**src/sv/bict_pkg.sv**
```systemverilog
package bict_pkg;

  localparam int CoordW   = 8;
  localparam int AddrW    = 2 * CoordW;
  localparam int DimW     = CoordW + 1;
  localparam int StackAw  = 2 * CoordW - 2;
  localparam int StepW    = AddrW + 4;
  localparam int QPtrW    = AddrW + 1;
  localparam int CntW     = StackAw + 1;
  localparam int MaxDim   = 1 << CoordW;

  localparam logic [1:0] CfgWidth  = 2'd0;
  localparam logic [1:0] CfgHeight = 2'd1;

  // One queued item
  typedef struct packed {
    logic kind;
    logic pixel;
  } cmd_t;

  // Neighbor lookup result
  typedef struct packed {
    logic             ok;
    logic [AddrW-1:0] addr;
  } nb_t;

  function automatic logic signed [1:0] step_dx(input logic [2:0] d);
    logic signed [1:0] r;
    unique case (d)
      3'd0, 3'd1, 3'd7: r = 2'sd1;
      3'd2, 3'd6:       r = 2'sd0;
      default:          r = -2'sd1;
    endcase
    return r;
  endfunction

  function automatic logic signed [1:0] step_dy(input logic [2:0] d);
    logic signed [1:0] r;
    unique case (d)
      3'd1, 3'd2, 3'd3: r = 2'sd1;
      3'd0, 3'd4:       r = 2'sd0;
      default:          r = -2'sd1;
    endcase
    return r;
  endfunction

  // Neighbor of pos in direction d, inside the w x h image
  function automatic nb_t neighbor(input logic [AddrW-1:0] pos, input logic [2:0] d,
                                   input logic [DimW-1:0] w, input logic [DimW-1:0] h);
    logic signed [DimW:0] nx;
    logic signed [DimW:0] ny;
    nb_t r;
    nx = $signed({2'b00, pos[CoordW-1:0]}) + (DimW+1)'(step_dx(d));
    ny = $signed({2'b00, pos[AddrW-1:CoordW]}) + (DimW+1)'(step_dy(d));
    r.ok   = !nx[DimW] && !ny[DimW] && (nx[DimW-1:0] < w) && (ny[DimW-1:0] < h);
    r.addr = {ny[CoordW-1:0], nx[CoordW-1:0]};
    return r;
  endfunction

  // Zero reads as one, large values saturate
  function automatic logic [DimW-1:0] clamp_dim(input logic [DimW-1:0] v);
    logic [DimW-1:0] r;
    if (v == '0) r = DimW'(1);
    else if (v > DimW'(MaxDim)) r = DimW'(MaxDim);
    else r = v;
    return r;
  endfunction

endpackage

```
**src/sv/bict_front.sv**
```systemverilog
module bict_front (
  input  logic               clk_i,
  input  logic               rst_ni,
  input  logic               start_i,
  input  logic               kind_i,
  input  logic               pixel_value_i,
  output logic               busy_o,
  output logic               cmd_valid_o,
  output bict_pkg::cmd_t     cmd_o,
  input  logic               cmd_pop_i
);
  import bict_pkg::*;

  cmd_t       buf_q [2];
  logic       wr_q, wr_d, rd_q, rd_d;
  logic [1:0] cnt_q, cnt_d;
  logic       push;

  assign busy_o      = (cnt_q == 2'd2);
  assign push        = start_i && !busy_o;
  assign cmd_valid_o = (cnt_q != 2'd0);
  assign cmd_o       = buf_q[rd_q];

  // Pointer and fill bookkeeping
  always_comb begin
    wr_d  = push ? ~wr_q : wr_q;
    rd_d  = cmd_pop_i ? ~rd_q : rd_q;
    cnt_d = cnt_q + {1'b0, push} - {1'b0, cmd_pop_i};
  end

  always_ff @(posedge clk_i or negedge rst_ni) begin
    if (!rst_ni) begin
      wr_q  <= 1'b0;
      rd_q  <= 1'b0;
      cnt_q <= 2'd0;
    end else begin
      wr_q  <= wr_d;
      rd_q  <= rd_d;
      cnt_q <= cnt_d;
    end
  end

  // Item storage
  always_ff @(posedge clk_i) begin
    if (push) begin
      buf_q[wr_q] <= '{kind: kind_i, pixel: pixel_value_i};
    end
  end

endmodule

```
**config.mk**
```make
export PLATFORM = sky130hd
export DESIGN_NAME = bict_front
export DESIGN_NICKNAME = d
export VERILOG_FILES = /design/src/sv/bict_pkg.sv /design/src/sv/bict_front.sv
export SDC_FILE = /design/constraint.sdc
export NUM_CORES = 1
export LEC_CHECK = 0
export BUFFER_PORTS_ARGS = -buffer_cell sky130_fd_sc_hd__buf_2
export CAP_MARGIN = 15
export CORE_AREA = 4 4 41 43
export CTS_CLUSTER_SIZE = 10
export DETAILED_ROUTE_END_ITERATION = 6
export DIE_AREA = 0 0 45 47
export GPL_ROUTABILITY_DRIVEN = 0
export PLACE_DENSITY = 0.48
export SLEW_MARGIN = 20
export SYNTH_ARGS = -nofsm -noshare
export SYNTH_HDL_FRONTEND = slang
export SYNTH_SLANG_ARGS = --single-unit
export TNS_END_PERCENT = 10
```
**constraint.sdc**
```tcl
create_clock -name clk_i -period 1.3 [get_ports clk_i]
set_input_delay 0.13 -clock clk_i [delete_from_list [all_inputs] [get_ports clk_i]]
set_output_delay 0.13 -clock clk_i [all_outputs]
set_load 0.01 [all_outputs]
```
Word level (Yosys, flattened, before mapping)

Memory sizes are Yosys's and may differ from the RTL's.
Cells that the tools add are included.

Reduce and logical (&&, ||, !) cells: 3
Add/subtract/negate cells: 2
Multipliers: 0
Muxes and demuxes: 2
Div/mod/pow operators: 0
$lt $le $gt $ge: 0
Shift-type cells: 0
Bitwise logic cells: 2
Equal/unequal tests: 1

Operators by type and width:

| cell               | count |
|---|---|
| $add 2x1->2        | 1 |
| $eq 2x2->1 const B | 1 |
| $mux 1             | 2 |
| $not 1->1          | 2 |
| $reduce_bool 2->1  | 1 |
| $sub 2x1->2        | 1 |
| $logic_and 1x1->1  | 1 |
| $logic_not 1->1    | 1 |

Bits in registers: 4
Memory bits (writable): 4
Memories kept: 1
Bits in read-only memories: 0
Latch bits: 0
Logic and storage cells: 14
Output and inout port bits: 4

Memories:

| memory | depth | bits a word | rd ports | clocked after memory_dff | write ports | RTL line         | text |
|---|---|---|---|---|---|---|---|
| buf_q  | 2     | 2           | 1        | 0                        | 1           | bict_front.sv:14 | `cmd_t buf_q [2];` |

Longest topological paths before layout

Depth in word-level cells: 5
Mapped depth: 7
Depth with buffers taken out: 7

Worst setup path after synthesis

OpenSTA, ideal clock, no wires.

Path kind: reg2reg
Start point: register cnt_q[1]
End point: register cnt_q[1]
Stages on the path, launching flop included: 8
Required time: 1.177 ns
Path buffers: 0
Path slack: -0.097 ns
Data arrival time: 1.275 ns
Path through: dfrtp_1 nand2b_1 nand2_2 ha_1 inv_1 ha_1 xnor2_1 xnor2_1

Cells in the longest elaborated chain, start to end: 5

RTL lines:

| item                   | RTL line         | text |
|---|---|---|
| from (decl)            | bict_front.sv:16 | `logic [1:0] cnt_q, cnt_d;` |
| from (signal assigned) | bict_front.sv:39 | `cnt_q <= cnt_d;` |
| $eq 2x2->1             | bict_front.sv:19 | `assign busy_o = (cnt_q == 2'd2);` |
| $logic_not 1->1        | bict_front.sv:20 | `assign push = start_i && !busy_o;` |
| $logic_and 1x1->1      | bict_front.sv:20 |  |
| $add 2x1->2 (*)        | bict_front.sv:28 | `cnt_d = cnt_q + {1'b0, push} - {1'b0, cmd_pop_i};` |
| $sub 2x1->2 (*)        | bict_front.sv:28 |  |
| net cnt_d[1]           | bict_front.sv:16 |  |

Mark *: on every way through the listed nets, which the timed path passes. The rest lies on a longest branch.
A chain may end at the register's enable or synchronous reset.

Worst setup path in the final report

Start point: register cnt_q[1]
End point: output port cmd_valid_o

Cells in the longest elaborated chain, start to end: 1

RTL lines:

| item              | RTL line         | text |
|---|---|---|
| $reduce_bool 2->1 | bict_front.sv:21 | `assign cmd_valid_o = (cnt_q != 2'd0);` |
| to (decl)         | bict_front.sv:8  | `output logic cmd_valid_o,` |

Every way passes these cells.

==> run summary <==
Vias in the first global route: 218
Total wire length: 609 µm
Maximum root-to-sink buffer count: 2
# port buffers: 9
Mapped Area: 340 µm²
Met2 Wirelength: 301 µm
Critical path arrival: 1.25 ns
Mean post-synth cell area: 14.8 µm²
Met3 routed WL: 44 µm
Placed cells: 51
HP Class: in -> reg
TritonCTS clock tree: done
Pin count of the biggest net entering global routing: 6
First-iteration detailed-routing DRC count: 1
Residual DRC count: 0
Die area: 2120 µm²
Final period util: 106%
EDFF count, synth: 4
CP cell instances: buf_4, or2_2, buf_2
Setup_tns: -0.149 ns
Core Box Area: 1300 µm²
Final setup viols: 2
Gr usage total: 7.19%
DR WL/cell: 10.7 µm
Initial antenna violation count: 0
CP max stage delay: 0.41 ns
Register area: 220 µm²
# nets final: 51
Synth area leader: edfxtp_1
Synth cell count leaders: dfrtp_1, edfxtp_1, xnor2_1
Mapped Cells: 23
Detailed placer's ending HPWL: 487 µm
Post-synthesis async set-or-reset flop share: 50.0%
FF+latch count, synth: 8
# IOs: 10
Root buffer cell: clkbuf_4
Met1 wire length: 233 µm
Worst Skew: 0.00454 ns
Top FF cell, synth: edfxtp_1
Routed vias: 233
Worst setup EP type: output pin
Row count: 13
Worst VDD drop: 960 µV
Vias per Instance: 4.09
Clock transition at path regs: 0.06 ns
Fin crit period: 1.38 ns
Design area: 529 µm²
Cell Count, Final, Fillers Out: 57
Die W: 45 µm
Setup crit start kind: flip-flop
Drt pass-1 iters: 3
Power per cell area: 2300 nW/µm²
CTS buffer count: 3
Critical path class: reg -> out
Worst slew margin: 88.5%
Slew @ Worst Pin: 0.172 ns
Final hold slack: 0.0657 ns
Fin worst setup slack: -0.0836 ns
RSZ-0062 raised after global routing: yes
Total gr overflow: 0
Worst skew pair latency: 0.25 ns
Ant diodes: 0
Starting Density: 26.2%
Leak: 0.235 nW
H-tree depth: 1
Max-slew violation count: 0
Req. time, crit path: 1.17 ns
Fillers: 134
Hold Violations, Final: 0
Max Clk Rate: 0.723 GHz
Post-DRT Antenna Nets: 0
Post-synthesis net count: 31
Post-layout util: 40.7%
MaxCap Viol Count: 0
Seq/Total Area, Yosys: 64.7%
Crit-path leading delay family: flip-flops
Die height: 47 µm
First-pass GRT wire length: 903 µm
Syn-to-layout area delta: 55.5%
Ys Warns: 0
Largest cells by area after synthesis: edfxtp_1, dfrtp_1, xnor2_1
Cell Area, Placed: 479 µm²
DR top layer: met4
Clock tree sinks: 8
CP max stage cell: dfrtp_1
Final Power: 1.22 mW
Failing checks: setup timing
Fraction of layout cells with a size suffix above 1: 66.7%
Run status: finished with violations
Multi-input combinational cell area: 158 µm²
Worst-path maximum fanout: 2
Worst Path Buf+Inv: 2
Synth top area share: 35.3%
Synth cell types: 12
Placement Setup Slack: -0.0734 ns
-- what timing repair did --
| item | CTS | global route |
|---|---|---|
| endpoints found under the setup margin | 2 | 5 |
| hold endpoints to repair | 4 | 0 |
| buffers inserted | 1 | 0 |
| resized for setup | 0 | 2 |
| cloned | 0 | 0 |
| hold buffers | 1 | 0 |
| pin swaps | 1 | 1 |
-- cell families (layout without fill, tap and decap cells) --
group	Yosys count	after routing	synth area share [%]
xor+xnor	4	4	10.3
fa+ha+maj	2	2	7.35
buf+inv	2	21	2.21
flops	8	8	64.7
mux	2	2	6.62
simple gates	5	5	8.83
-- sequential cells by signal (all words and copies together) (netlist names) --
| signal | flops |
|---|---|
| rd_q | 1 |
| cnt_q | 2 |
| buf_q | 4 |
| wr_q | 1 |
-- power breakdown --
part	switching, mW	leakage, nW	internal, mW	total (mW)
combinational	0.228	0.137	0.356	0.585
clock	0.0838	0.0150	0.117	0.201
sequential	0.0650	0.0838	0.369	0.434
-- cell type report --
type | instances | share of cell area, %
Clock buffer | 4 | 4.96
Inverter | 2 | 1.42
Multi-Input combinational cell | 13 | 29.8
Sequential cell | 8 | 41.6
Tap cell | 15 | 3.55
Timing Repair Buffer | 15 | 18.7
-- worst paths after layout --
kind	start	slack [ns]	depth (start not counted)	to
min reg2reg	wr_q	0.48	1	wr_q
max	cnt_q[1]	-0.08	3	cmd_valid_o
max reg2reg	cnt_q[1]	-0.07	7	cnt_q[1]
min in group asynchronous	rst_ni	0.21	2	wr_q
min	pixel_value_i	0.07	1	buf_q[0][0]
max in group asynchronous	rst_ni	0.96	2	cnt_q[0]
-- layer usage --
layer | track usage [%] | vias to the layer above
met2 | 10.2 | 8
met5 | 0 | -
li1 | - | 115
met3 | 3.45 | 4
met1 | 6.34 | 106
met4 | 10.5 | 0
-- cells in the final DEF (no fill, tap or decap) --
cell type and count:
buf_6 1, buf_2 8, xor2_1 1, dfrtp_1 4, nor2_1 1, nand2_4 1
clkbuf_1 1, inv_2 2, ha_4 2, edfxtp_1 4, xnor2_1 2, dlygate4sd3_1 1
mux2_2 2, or2_2 1, and3_2 1, nand2b_4 1, clkbuf_4 3, buf_4 5
xnor2_2 1
Power figures use the tool's default switching activity.
